--- config.mk ---
export PLATFORM = sky130hd
export DESIGN_NAME = ema_spike_hold_filter
export DESIGN_NICKNAME = d
export VERILOG_FILES = /design/src/hw/rtl/esh_pkg.sv /design/src/hw/rtl/esh_csr.sv /design/src/hw/rtl/esh_core.sv /design/src/hw/rtl/esh_out.sv /design/src/hw/rtl/ema_spike_hold_filter.sv
export VERILOG_INCLUDE_DIRS = /design/src /design/src/hw/rtl
export SDC_FILE = /design/constraint.sdc
export NUM_CORES = 1
export LEC_CHECK = 0
export BUFFER_PORTS_ARGS = -buffer_cell sky130_fd_sc_hd__buf_2
export CAP_MARGIN = 25
export CORE_ASPECT_RATIO = 0.5
export CORE_MARGIN = 2
export CORE_UTILIZATION = 55
export CTS_BUF_LIST = sky130_fd_sc_hd__clkbuf_8
export DETAILED_ROUTE_END_ITERATION = 8
export GPL_TIMING_DRIVEN = 0
export PLACE_DENSITY = 0.73
export SETUP_SLACK_MARGIN = 0.2
export SYNTH_ARGS = -nofsm -noshare
export SYNTH_HDL_FRONTEND = slang
export SYNTH_SLANG_ARGS = --single-unit
export TNS_END_PERCENT = 5
--- constraint.sdc ---
create_clock -name clock -period 25.7 [get_ports clock]
set_clock_uncertainty 0.1 [all_clocks]
set_input_delay 6.425 -clock clock [delete_from_list [all_inputs] [get_ports clock]]
set_output_delay 6.425 -clock clock [all_outputs]
set_load 0.05 [all_outputs]
--- src/hw/rtl/ema_spike_hold_filter_defines.svh ---
// Assertion helpers for the spike-hold filter.
`ifndef EMA_SPIKE_HOLD_FILTER_DEFINES_SVH
`define EMA_SPIKE_HOLD_FILTER_DEFINES_SVH

// Check a condition in the same cycle as its trigger.
`define ESH_ASSERT_SAME(label, ante, cons, msg) \
   label: assert property (@(posedge clock) disable iff (reset) (ante) |-> (cons)) \
      else $error(msg);

// Check a condition in the cycle after its trigger.
`define ESH_ASSERT_NEXT(label, ante, cons, msg) \
   label: assert property (@(posedge clock) disable iff (reset) (ante) |=> (cons)) \
      else $error(msg);

`endif

--- src/hw/rtl/esh_pkg.sv ---
package esh_pkg;

   // Register file layout
   localparam int CSR_INDEX_BITS = 1;
   localparam int GAIN_BITS      = 17;
   localparam int THRESH_BITS    = 16;
   localparam int FRAC_BITS      = 8;

   localparam logic [CSR_INDEX_BITS-1:0] REG_SMOOTHING_GAIN  = 1'd0;
   localparam logic [CSR_INDEX_BITS-1:0] REG_SPIKE_THRESHOLD = 1'd1;

   localparam logic [GAIN_BITS-1:0]   GAIN_RESET   = 17'd16384;
   localparam logic [GAIN_BITS-1:0]   GAIN_ONE     = 17'd65536;
   localparam logic [THRESH_BITS-1:0] THRESH_RESET = 16'd100;

   // Rounding offset for the Q1.16 gain product
   localparam int ROUND_HALF = 32768;
   localparam int GAIN_SHIFT = 16;

   typedef enum logic {
      CMD_FILTER  = 1'b0,
      CMD_RESTART = 1'b1
   } cmd_type;

   typedef struct packed {
      logic [GAIN_BITS-1:0]   smoothing_gain;
      logic [THRESH_BITS-1:0] spike_threshold;
   } cfg_type;

endpackage

--- src/hw/rtl/esh_csr.sv ---
module esh_csr (
   input  logic                                 clock,
   input  logic                                 reset,
   input  logic                                 csr_valid,
   output logic                                 csr_ready,
   input  logic [esh_pkg::CSR_INDEX_BITS-1:0]   csr_index,
   input  logic [esh_pkg::GAIN_BITS-1:0]        csr_wdata,
   output esh_pkg::cfg_type                     cfg
);

   esh_pkg::cfg_type cfg_ff, cfg_in;

   assign csr_ready = 1'b1;
   assign cfg       = cfg_ff;

   // Decode the write; unknown indexes drop the word
   always_comb begin
      cfg_in = cfg_ff;
      if (csr_valid) begin
         case (csr_index)
            esh_pkg::REG_SMOOTHING_GAIN:  cfg_in.smoothing_gain = csr_wdata;
            esh_pkg::REG_SPIKE_THRESHOLD:
               cfg_in.spike_threshold = csr_wdata[esh_pkg::THRESH_BITS-1:0];
            default: cfg_in = cfg_ff;
         endcase
      end
   end

   always_ff @(posedge clock) begin
      if (reset) begin
         cfg_ff.smoothing_gain  <= esh_pkg::GAIN_RESET;
         cfg_ff.spike_threshold <= esh_pkg::THRESH_RESET;
      end else begin
         cfg_ff <= cfg_in;
      end
   end

endmodule

--- src/hw/rtl/esh_core.sv ---
module esh_core #(
   parameter int HOLD_CYCLES = 3,
   parameter int SAMPLE_BITS = 16
) (
   input  logic                          clock,
   input  logic                          reset,
   input  esh_pkg::cfg_type              cfg,
   input  logic                          req_valid,
   output logic                          req_ready,
   input  logic                          req_command,
   input  logic signed [SAMPLE_BITS-1:0] req_sample,
   output logic                          res_valid,
   input  logic                          res_ready,
   output logic signed [SAMPLE_BITS-1:0] res_filtered,
   output logic                          res_holding
);

   localparam int FB     = esh_pkg::FRAC_BITS;
   localparam int AW     = SAMPLE_BITS + FB;
   localparam int DW     = AW + 1;
   localparam int TQW    = esh_pkg::THRESH_BITS + FB;
   localparam int CW     = (DW > TQW) ? DW : TQW;
   localparam int PW     = AW + 19;
   localparam int HW     = $clog2(HOLD_CYCLES + 1);

   // Input register
   logic                          in_valid_ff, in_valid_in;
   esh_pkg::cmd_type              cmd_ff;
   logic signed [SAMPLE_BITS-1:0] sample_ff;

   // Filter state
   logic                          seeded_ff, seeded_in;
   logic [HW-1:0]                 hold_ff, hold_in;
   logic signed [AW-1:0]          avg_ff, avg_in;

   logic                          consume;
   logic signed [AW-1:0]          xq;
   logic signed [DW-1:0]          diff;
   logic [DW-1:0]                 mag;
   logic                          in_band;
   logic [esh_pkg::GAIN_BITS-1:0] gain_sat;
   logic signed [PW-1:0]          prod;
   logic signed [PW-1:0]          rnd;
   logic signed [AW-1:0]          ema;

   // A restart retires without a result slot
   assign consume   = in_valid_ff && (cmd_ff == esh_pkg::CMD_RESTART || res_ready);
   assign req_ready = !in_valid_ff || consume;
   assign in_valid_in = req_ready ? req_valid : in_valid_ff;

   always_ff @(posedge clock) begin
      if (reset) begin
         in_valid_ff <= 1'b0;
      end else begin
         in_valid_ff <= in_valid_in;
      end
   end

   always_ff @(posedge clock) begin
      if (req_valid && req_ready) begin
         cmd_ff    <= esh_pkg::cmd_type'(req_command);
         sample_ff <= req_sample;
      end
   end

   // Distance from the last output and the spike test
   assign xq   = {sample_ff, {FB{1'b0}}};
   assign diff = DW'(xq) - DW'(avg_ff);
   assign mag  = diff[DW-1] ? DW'(-diff) : DW'(diff);
   assign in_band = CW'(mag) < CW'({cfg.spike_threshold, {FB{1'b0}}});

   // Average step: gain * difference, round half up, drop 16 fraction bits
   assign gain_sat = (cfg.smoothing_gain > esh_pkg::GAIN_ONE) ? esh_pkg::GAIN_ONE
                                                               : cfg.smoothing_gain;
   assign prod = $signed({1'b0, gain_sat}) * diff;
   assign rnd  = prod + PW'(esh_pkg::ROUND_HALF);
   assign ema  = avg_ff + AW'(rnd >>> esh_pkg::GAIN_SHIFT);

   // Next state
   always_comb begin
      seeded_in = seeded_ff;
      hold_in   = hold_ff;
      avg_in    = avg_ff;
      if (consume) begin
         if (cmd_ff == esh_pkg::CMD_RESTART) begin
            seeded_in = 1'b0;
            hold_in   = '0;
         end else if (!seeded_ff) begin
            avg_in    = xq;
            seeded_in = 1'b1;
         end else if (hold_ff != '0) begin
            hold_in = hold_ff - HW'(1);
            if (in_band) begin
               avg_in  = ema;
               hold_in = '0;
            end else if (hold_ff == HW'(1)) begin
               // spike outlasted the window: adopt it
               avg_in = xq;
            end
         end else if (in_band) begin
            avg_in = ema;
         end else begin
            hold_in = HW'(HOLD_CYCLES);
         end
      end
   end

   always_ff @(posedge clock) begin
      if (reset) begin
         seeded_ff <= 1'b0;
         hold_ff   <= '0;
      end else begin
         seeded_ff <= seeded_in;
         hold_ff   <= hold_in;
      end
   end

   always_ff @(posedge clock) begin
      avg_ff <= avg_in;
   end

   // Result word
   assign res_valid    = in_valid_ff && cmd_ff == esh_pkg::CMD_FILTER;
   assign res_filtered = avg_in[AW-1:FB];
   assign res_holding  = hold_in != '0;

endmodule

--- src/hw/rtl/esh_out.sv ---
module esh_out #(
   parameter int SAMPLE_BITS = 16
) (
   input  logic                          clock,
   input  logic                          reset,
   input  logic                          res_valid,
   output logic                          res_ready,
   input  logic signed [SAMPLE_BITS-1:0] res_filtered,
   input  logic                          res_holding,
   output logic                          rsp_valid,
   input  logic                          rsp_ready,
   output logic signed [SAMPLE_BITS-1:0] rsp_filtered,
   output logic                          rsp_holding
);

   logic                          valid_ff, valid_in;
   logic signed [SAMPLE_BITS-1:0] filtered_ff;
   logic                          holding_ff;
   logic                          load;

   // Take a new word whenever the slot is empty or being drained
   assign res_ready = !valid_ff || rsp_ready;
   assign load      = res_valid && res_ready;
   assign valid_in  = load ? 1'b1 : (rsp_ready ? 1'b0 : valid_ff);

   always_ff @(posedge clock) begin
      if (reset) begin
         valid_ff <= 1'b0;
      end else begin
         valid_ff <= valid_in;
      end
   end

   always_ff @(posedge clock) begin
      if (load) begin
         filtered_ff <= res_filtered;
         holding_ff  <= res_holding;
      end
   end

   assign rsp_valid    = valid_ff;
   assign rsp_filtered = filtered_ff;
   assign rsp_holding  = holding_ff;

endmodule

--- src/hw/rtl/ema_spike_hold_filter.sv ---
// Channel   Ports                                  Direction  Moves
// req       req_valid/ready, command, sample       in         one sample or restart word
// rsp       rsp_valid/ready, filtered, holding     out        one filtered word
// csr       csr_valid/ready, index, wdata          in         one register write
//
// Throughput: one word per cycle while rsp is not stalled; a result is valid on rsp
// once its req word has passed the input register, then the result register. The
// limit is the loop through the average register (a subtract, a negate, a compare,
// a multiply and two adds). Restart words leave no result.
// Reset is synchronous, active high; it clears valid flags, seed and hold state
// and loads register defaults. A stalled rsp fills the result slot, then the
// input register, then drops req_ready.
`include "ema_spike_hold_filter_defines.svh"

module ema_spike_hold_filter #(
   parameter int HOLD_CYCLES = 3,
   parameter int SAMPLE_BITS = 16
) (
   input  logic                               clock,
   input  logic                               reset,
   input  logic                               req_valid,
   output logic                               req_ready,
   input  logic                               req_command,
   input  logic signed [SAMPLE_BITS-1:0]      req_sample,
   output logic                               rsp_valid,
   input  logic                               rsp_ready,
   output logic signed [SAMPLE_BITS-1:0]      rsp_filtered,
   output logic                               rsp_holding,
   input  logic                               csr_valid,
   output logic                               csr_ready,
   input  logic [esh_pkg::CSR_INDEX_BITS-1:0] csr_index,
   input  logic [esh_pkg::GAIN_BITS-1:0]      csr_wdata
);

   esh_pkg::cfg_type              cfg;
   logic                          res_valid;
   logic                          res_ready;
   logic signed [SAMPLE_BITS-1:0] res_filtered;
   logic                          res_holding;

   esh_csr u_csr (
      .clock     (clock),
      .reset     (reset),
      .csr_valid (csr_valid),
      .csr_ready (csr_ready),
      .csr_index (csr_index),
      .csr_wdata (csr_wdata),
      .cfg       (cfg)
   );

   esh_core #(
      .HOLD_CYCLES (HOLD_CYCLES),
      .SAMPLE_BITS (SAMPLE_BITS)
   ) u_core (
      .clock        (clock),
      .reset        (reset),
      .cfg          (cfg),
      .req_valid    (req_valid),
      .req_ready    (req_ready),
      .req_command  (req_command),
      .req_sample   (req_sample),
      .res_valid    (res_valid),
      .res_ready    (res_ready),
      .res_filtered (res_filtered),
      .res_holding  (res_holding)
   );

   esh_out #(
      .SAMPLE_BITS (SAMPLE_BITS)
   ) u_out (
      .clock        (clock),
      .reset        (reset),
      .res_valid    (res_valid),
      .res_ready    (res_ready),
      .res_filtered (res_filtered),
      .res_holding  (res_holding),
      .rsp_valid    (rsp_valid),
      .rsp_ready    (rsp_ready),
      .rsp_filtered (rsp_filtered),
      .rsp_holding  (rsp_holding)
   );

   // A filter word blocked at the result slot must stall the input side
   `ESH_ASSERT_SAME(a_stall_backs_up, res_valid && !res_ready, !req_ready, "req taken while result blocked")

   // A gain write lands in the register file on the next cycle
   `ESH_ASSERT_NEXT(a_gain_write, csr_valid && csr_ready && csr_index == esh_pkg::REG_SMOOTHING_GAIN, cfg.smoothing_gain == $past(csr_wdata), "gain write lost")

   // A full result slot that is not drained keeps the input side stalled
   `ESH_ASSERT_NEXT(a_full_slot, rsp_valid && !rsp_ready && res_valid, rsp_valid && (rsp_ready || !req_ready), "result slot drained without handshake")

endmodule

==> After elaboration in Yosys (flattened, before gate mapping) <==
Cells that the tools add are included.
{ "totals": {"output_inout_bits": 20, "reg_bits": 96, "word_cells": 58, "in_bits": 40} }
{ "op_classes": {"bitwise": 2, "order_cmp": 2, "mul": 1, "n_mux": 18, "n_eq_ne": 3, "add_sub_neg": 5, "reduce_logical": 15} }
{ "op_table": {"columns": ["op", "n"], "rows": [
  ["$mux W24", 7],
  ["$add A40 B17 Y40 const B", 1],
  ["$mul A18 B25 Y40", 1],
  ["$lt A25 B24 Y1", 1],
  ["$mux W25", 1],
  ["$neg A25 Y25", 1],
  ["$sub A24 B24 Y25", 1],
  ["$add A24 B24 Y24", 1],
  ["$gt A17 B17 Y1 const B", 1],
  ["$mux W17", 1],
  ["$mux W2", 6],
  ["$ne A3 B3 Y1 const B", 2],
  ["$reduce_bool A2 Y1", 3],
  ["$logic_and A1 B1 Y1", 4],
  ["$reduce_and A2 Y1", 2],
  ["$reduce_and A4 Y1", 1],
  ["$logic_or A1 B1 Y1", 3],
  ["$mux W1", 3],
  ["$eq A2 B1 Y1 const B", 1],
  ["$logic_not A1 Y1", 2],
  ["$not A1 Y1", 2],
  ["$sub A2 B1 Y2 const B", 1]
]} }

==> Logic depth before layout (Yosys ltp) <==
Gate-level depths: netlist of run 1.
{ "logic_depth": {"word_depth": 10, "depth_mapped": 45, "ltp_nobuf": 43} }

==> By module <==
A second synthesis of run 1 with hierarchy kept.
{ "unflattened": {"hier_cells": 2374, "hier_area_um2": 20987.6} }
{ "modules_own_cells": {"columns": ["mod", "seq_area_each_um2", "n_inst", "cells_per_inst", "area_each_um2"], "rows": [
  ["esh_core", 1151.1, 1, 2219, 19010.7],
  ["esh_csr", 660.6, 1, 133, 1411.4],
  ["esh_out", 530.5, 1, 22, 565.5]
]} }

==> Least setup slack after synthesis of run 1 <==
OpenSTA, ideal clock, no wires.
{ "synth_timing": {"path_type": "input -> output", "from": "in rsp_ready", "to": "out req_ready", "n_path_buf": 0, "path_slack_ps": 12163, "t_arrival_ps": 7012, "path_stages": 3, "t_required_ps": 19175, "path_cell_list": "nand2b_1 > nor2_1 > inv_1"} }
{ "synth_between": {"elab_chain_len": 4} }
{ "synth_rtl": {"columns": ["element", "line_no", "text"], "rows": [
  ["from (decl)", "ema_spike_hold_filter.sv:26", "input logic rsp_ready,"],
  ["$logic_or A1 B1 Y1", "esh_out.sv:22", "assign res_ready = !valid_ff || rsp_ready;"],
  ["$logic_or A1 B1 Y1", "esh_core.sv:47", "assign consume = in_valid_ff && (cmd_ff == esh_pkg::CMD_RESTART || res_ready);"],
  ["$logic_and A1 B1 Y1", "esh_core.sv:47", null],
  ["$logic_or A1 B1 Y1", "esh_core.sv:48", "assign req_ready = !in_valid_ff || consume;"],
  ["to (decl)", "ema_spike_hold_filter.sv:22", "output logic req_ready,"]
]} }
Every way passes these cells.

==> Worst setup path in the final report of run 1 <==
Same ends and word-level chain as after synthesis.

==> metrics.txt, run 1 <==
CTS Hold Buffers Added 0; Crit path top cell by count buf_2; fin crit period 13.74 ns; DRT iter0 DRCs 1,460; residual DRC count 0; Routed Wire Length 57,840 µm; Syn-to-layout area delta 5.622%; Hold Path End u_csr.cfg[11]$_SDFFE_PP0P_; synth unique cells 80; Final GP Congestion 0.9675; share of cells above drive strength 1 0.04831; Ys Warns 0; Avg WL per Cell just under 20 µm; met3 WL 6337 µm; Final setup viols 0; clock slew at reported path FFs 0.09 ns; total CTS buffers 9; Post-synth EDFFs 42; uppermost layer routed met4; Worst Tran Pin Value 1.105 ns; CP Buf/Inv Count 3; most frequent cells in the layout 494 x inv_1, 393 x fa_1, 316 x nor2_1; Nets approximately 3k; Post-Route Utilization 0.5882; Core Area 0.03729 mm²; hold path cells 2; commonest non-fill, non-tap cell in the layout inv_1; Tot GR Track Use 0.3041; family with the most delay on the worst path simple AND/OR/NAND/NOR gates; CTS root buf clkbuf_8; Clock Sinks 96; dpl cells 2,957; First-pass DRT Iterations 6; crit-path cells buf_2, nand2b_1, nor2_1, inv_1, buf_2; r2r startpoint u_core.avg_ff[0]$_SDFFCE_PN0P_; FF-to-FF End u_out.rsp_filtered[14]$_DFFE_PP_; Clock Path Buffers 2; run status finished clean; critical path depth 5; synthesized instance count 2,401; worst hold start u_csr.cfg[11]$_SDFFE_PP0P_; ys async rst share 0; Crit path arrival time a little over 7 ns; worst path required time 19.17 ns; post-route ant nets 0; slowest stage cell, crit path nor2_1; Die Width 278.8 µm; setup_tns 0 ns; post-CTS sizing 0; R2R depth 42; die footprint between 0.03 and 0.04 mm²; Via Count 16.76k; CTS H-Tree Depth 3; register-to-register setup slack 12.54 ns; first-pass GRT wire length 91,330 µm; met1 WL 24,670 µm; CTS tree yes; Max Cap Viol 0; GR Overflow Total 0; HP Class register to register; initial core utilization 0.5569; post-synthesis sequential area ratio 0.1128; met2 routed WL about 26,000 µm; top_reg_cell synth dfxtp_1; die height between 100 and 150 µm; postcts setup bufs 0; I/O Pins 60; FF+latch count, synth 96; critical path's largest stage delay 0.22 ns; PortBufs 57; DP HPWL between 40,000 and 50,000 µm; FMAX just over 70 MHz; vias in the first global route around 17k; initial antenna violation count 0; syn_nets 3,012; Pins Over Slew Limit 0; Non-Filler Instances ~3k; startpoint types primary input; FP Rows 50; largest net degree at the start of global routing 22; clk_lat worst skew 0.41 ns; nature of the critical path endpoint output pin; Place WS 11.96 ns; final period utilization 0.5346; synthesized cell area 0.02076 mm²; Setup Crit Path Kind primary input to output pin; Hold Vio Cnt, Final 0; crit path max fanout 5; slew margin rel. 0.2579; RSZ-0062 raised after global routing false; fin worst setup slack around 12 ns; DR vias/cell 5.624; syn avg cell area 8.648 µm²
[worst register-to-register path: cells and delay by family (launching register included)]
| kind | cells | cell delay [ns] |
|---|---|---|
| buf+inv | 6 | 1.92 |
| xor+xnor | 2 | 0.38 |
| fa+ha+maj | 9 | 4.02 |
| simple gates | 12 | 2.57 |
| flops | 1 | 0.42 |
| compound gates | 13 | 3.46 |
[layer usage]
metal	vias to the layer above	track usage
li1	7529	-
met1	8342	0.4287
met2	788	0.4763
met3	96	0.07739
met4	0	0.06763
met5	-	0
[registers in the layout (all words and copies together), names as in the netlist, 2 cells and up]
name	flops
u_out.rsp_filtered	16
u_core.avg_ff	24
u_core.hold_ff	2
u_core.sample_ff	16
u_csr.cfg	33
[synthesized netlist by cell type, types with 4 or more instances]
library cell	count	area, µm²
inv_1	494	1854
fa_1	393	7868
nor2_1	316	1186
nand2_1	285	1070
ha_1	178	2227
a21oi_1	112	560.5
clkbuf_1	86	322.8
xnor2_1	75	656.9
dfxtp_1	54	1081
edfxtp_1	42	1261
xor2_1	31	271.5
o21ai_0	30	150.1
nand3_1	28	140.1
nor2b_1	25	156.4
a21o_1	19	142.6
nand2b_1	18	112.6
and2_1	14	87.58
nor3_1	13	65.06
o21ai_1	13	65.06
o31ai_1	11	82.58
o21a_1	10	75.07
or3_1	10	62.56
a31oi_1	9	56.30
nor3b_1	9	67.56
and3_1	8	50.05
nand3b_1	8	60.06
o211ai_1	8	60.06
nand4_1	7	43.79
nor4_1	7	43.79
o221a_2	6	67.56
a211oi_1	5	37.54
buf_2	5	25.02
o221ai_1	4	35.03
[how the worst max path moves through the flow]
stage	endpoint	startpoint
after floorplan	req_ready	rsp_ready
after global placement	req_ready	rsp_ready
after detailed placement	req_ready	rsp_ready
after CTS	req_ready	rsp_ready
after global routing	req_ready	rsp_ready
final	req_ready	rsp_ready
[cells by family (layout without fill, tap and decap cells)]
kind of cell	after synthesis	in the layout	share of synthesized area
AND/OR/NAND/NOR	766	766	0.1598
buffers and inverters	588	671	0.1075
adder cells (fa/ha/maj)	571	571	0.4862
AO/OA/AOI/OAI	266	266	0.08334
XOR/XNOR	110	110	0.04869
flip-flops	96	96	0.1128
multiplexers	3	3	0.001506
other	1	2	0.0001806
[layout make-up]
class,count,area [µm²]
Clock inverter,7,60.06
Sequential cell,96,2342
Antenna cell,1,2.502
Tap cell,494,618.1
Inverter,494,1854
Fill cell,3359,15350
Clock buffer,9,123.9
Buffer,94,377.9
Timing Repair Buffer,67,360.3
Multi-Input combinational cell,1717,16190
[stage by stage]
stage / hold WS (ns) / cell area (µm²)
floorplan: 0.3363 / 20760
finish: 0.3622 / 21930
global route: 0.3891 / 21930
global placement: 0.3447 / 21670
detailed placement: 0.3496 / 21710
CTS: 0.3626 / 21890
Power of run 1 is left out: the tool's default activity adds up to more than one toggle a clock period on the data nets, which glitch-free logic cannot reach.
==> inputs of run 2 (changes only) <==
Settings changed: PLACE_DENSITY 0.73 to 0.76.
Clock period 25.7 ns to 11.4 ns, I/O delays scaled along.
==> metrics.txt, run 2 (synthesis gave the netlist of run 1 again) <==
Clock Sinks 96 (unchanged); Routed Wire Length 58,270 µm (+0.74%); clock slew at reported path FFs 0.11 ns (+0.02 ns); share of cells above drive strength 1 0.06924 (+0.02093); worst path required time 11.38 ns (-7.79 ns); Crit path top cell by count fa_1; Max Cap Viol 0 (unchanged); startpoint types register; largest net degree at the start of global routing 22 (unchanged); total CTS buffers 9 (unchanged); CTS Hold Buffers Added 0 (unchanged); DP HPWL 49,480 µm (+0.52%); Clock Path Buffers 2 (unchanged); most frequent cells in the layout 493 x inv_1, 393 x fa_1, 315 x nor2_1; R2R depth 36 (-14%); clk_lat worst skew 0.38 ns (-0.03 ns); hold path cells 2 (unchanged); slew margin rel. 0.2847 (+0.02676); vias in the first global route 16.78k (+0.72%); initial core utilization 0.5569 (unchanged); PortBufs 57 (unchanged); Pins Over Slew Limit 0 (unchanged); residual DRC count 0 (unchanged); Final GP Congestion 0.9799 (+1.3%); CTS H-Tree Depth 3 (unchanged); DRT iter0 DRCs 1,561 (+6.9%); # diodes 0 (-1); GR Overflow Total 0 (unchanged); first-pass GRT wire length 91,020 µm (-0.34%); Syn-to-layout area delta 7.014%; Core Area 0.03729 mm² (unchanged); Die Width 278.8 µm (unchanged); Via Count 16.81k (+0.35%); Setup Crit Path Kind register to register; initial antenna violation count 1 (+1); commonest non-fill, non-tap cell in the layout inv_1; Crit path arrival time 10.87 ns (+3.66 ns); Tot GR Track Use 0.3023 (-0.001767); First-pass DRT Iterations 5 (-1); run status finished clean; HP Class register to register; fin crit period between 10 and 15 ns; RSZ-0062 raised after global routing false; Nets 3,090 (unchanged); post-route ant nets 0 (unchanged); nature of the critical path endpoint register; final period utilization 0.9552; die height 141.4 µm (unchanged); CTS root buf clkbuf_8; DR vias/cell 5.646 (+0.39%); Worst Tran Pin Value 1.065 ns (-0.03985 ns); slowest stage cell, crit path fa_1; CTS tree yes; Hold Vio Cnt, Final 0 (unchanged); max FFs per register 33 (unchanged); Post-Route Utilization 0.5959 (+0.007752); crit path max fanout 10 (+5); critical path's largest stage delay 0.60 ns (+0.38 ns); Avg WL per Cell 19.57 µm (+0.77%); FP Rows 50 (unchanged); Final setup viols 0 (unchanged); Filler cells 3,337 (-0.65%); I/O Pins 60 (unchanged); FMAX 91.83 MHz; die footprint 0.03942 mm² (unchanged)
-- run 2: changes by cell type in the layout (fill, tap and decap cells not counted), moves of 4 or more --
cell,delta
clkbuf_2,+12
o31ai_1,-5
xnor2_2,+6
o31ai_2,+4
xnor2_1,-7
clkbuf_1,-17
-- run 2: worst max-delay path, delay by kind of cell, from the launching register on --
kind / cells / cell delay, ns
xor gates and xnor gates: 2 / 0.42
and+or+nand+nor: 9 / 2.17
AOI/OAI and AO/OA: 12 / 2.51
adders and majority gates: 9 / 4.37
buffers and inverters: 4 / 0.56
DFF: 1 / 0.44
-- run 2: area by class of cell --
cell class | count | area [µm²] | area share
Multi-Input combinational cell | 1717 | 16430 | 0.7396
Sequential cell | 96 | 2342 | 0.1054
Inverter | 494 | 1854 | 0.08345
Tap cell | 494 | 618.1 | 0.02782
Buffer | 94 | 416.7 | 0.01875
Timing Repair Buffer | 67 | 360.3 | 0.01622
Clock buffer | 9 | 123.9 | 0.005575
Clock inverter | 7 | 71.32 | 0.003210
-- run 2: worst paths after layout --
path	startpoint	end	slack (ns)
worst max-delay path	u_core.sample_ff[0]$_DFFE_PP_	u_out.rsp_filtered[15]$_DFFE_PP_	0.51
worst min-delay path	u_csr.cfg[13]$_SDFFE_PP0P_	u_csr.cfg[13]$_SDFFE_PP0P_	0.36
worst max register to register	u_core.sample_ff[0]$_DFFE_PP_	u_out.rsp_filtered[15]$_DFFE_PP_	0.51
worst min register to register	u_csr.cfg[13]$_SDFFE_PP0P_	u_csr.cfg[13]$_SDFFE_PP0P_	0.36
-- run 2: repair_timing --
item,CTS,global route
endpoints found under the setup margin,33,22
pin swaps,1,2
gates resized for setup,23,57
setup buffers,1,2
-- run 2: layer usage --
| layer | routed length (µm) | up-vias | track usage |
|---|---|---|---|
| li1 | - | 7531 | - |
| met4 | 1701 | 0 | 0.09196 |
| met2 | 26090 | 814 | 0.4733 |
| met1 | 24090 | 8351 | 0.4222 |
| met3 | 6383 | 118 | 0.06932 |
| met5 | 0 | - | 0 |
-- run 2: metrics by stage --
stage	area [µm²]	cells	setup TNS [ns]	hold WS, ns	setup WS [ns]
after floorplan	20760	2401	0	0.3363	1.781
final	22220	2978	0	0.3642	0.5107
after detailed placement	21710	2957	-21.61	0.3501	-1.323
after global placement	21670	2952	-19.40	0.3437	-1.269
after CTS	22000	2974	0	0.3665	0.1835
after global routing	22220	2978	0	0.3800	0.1898
Power of run 2 is left out for the same reason.
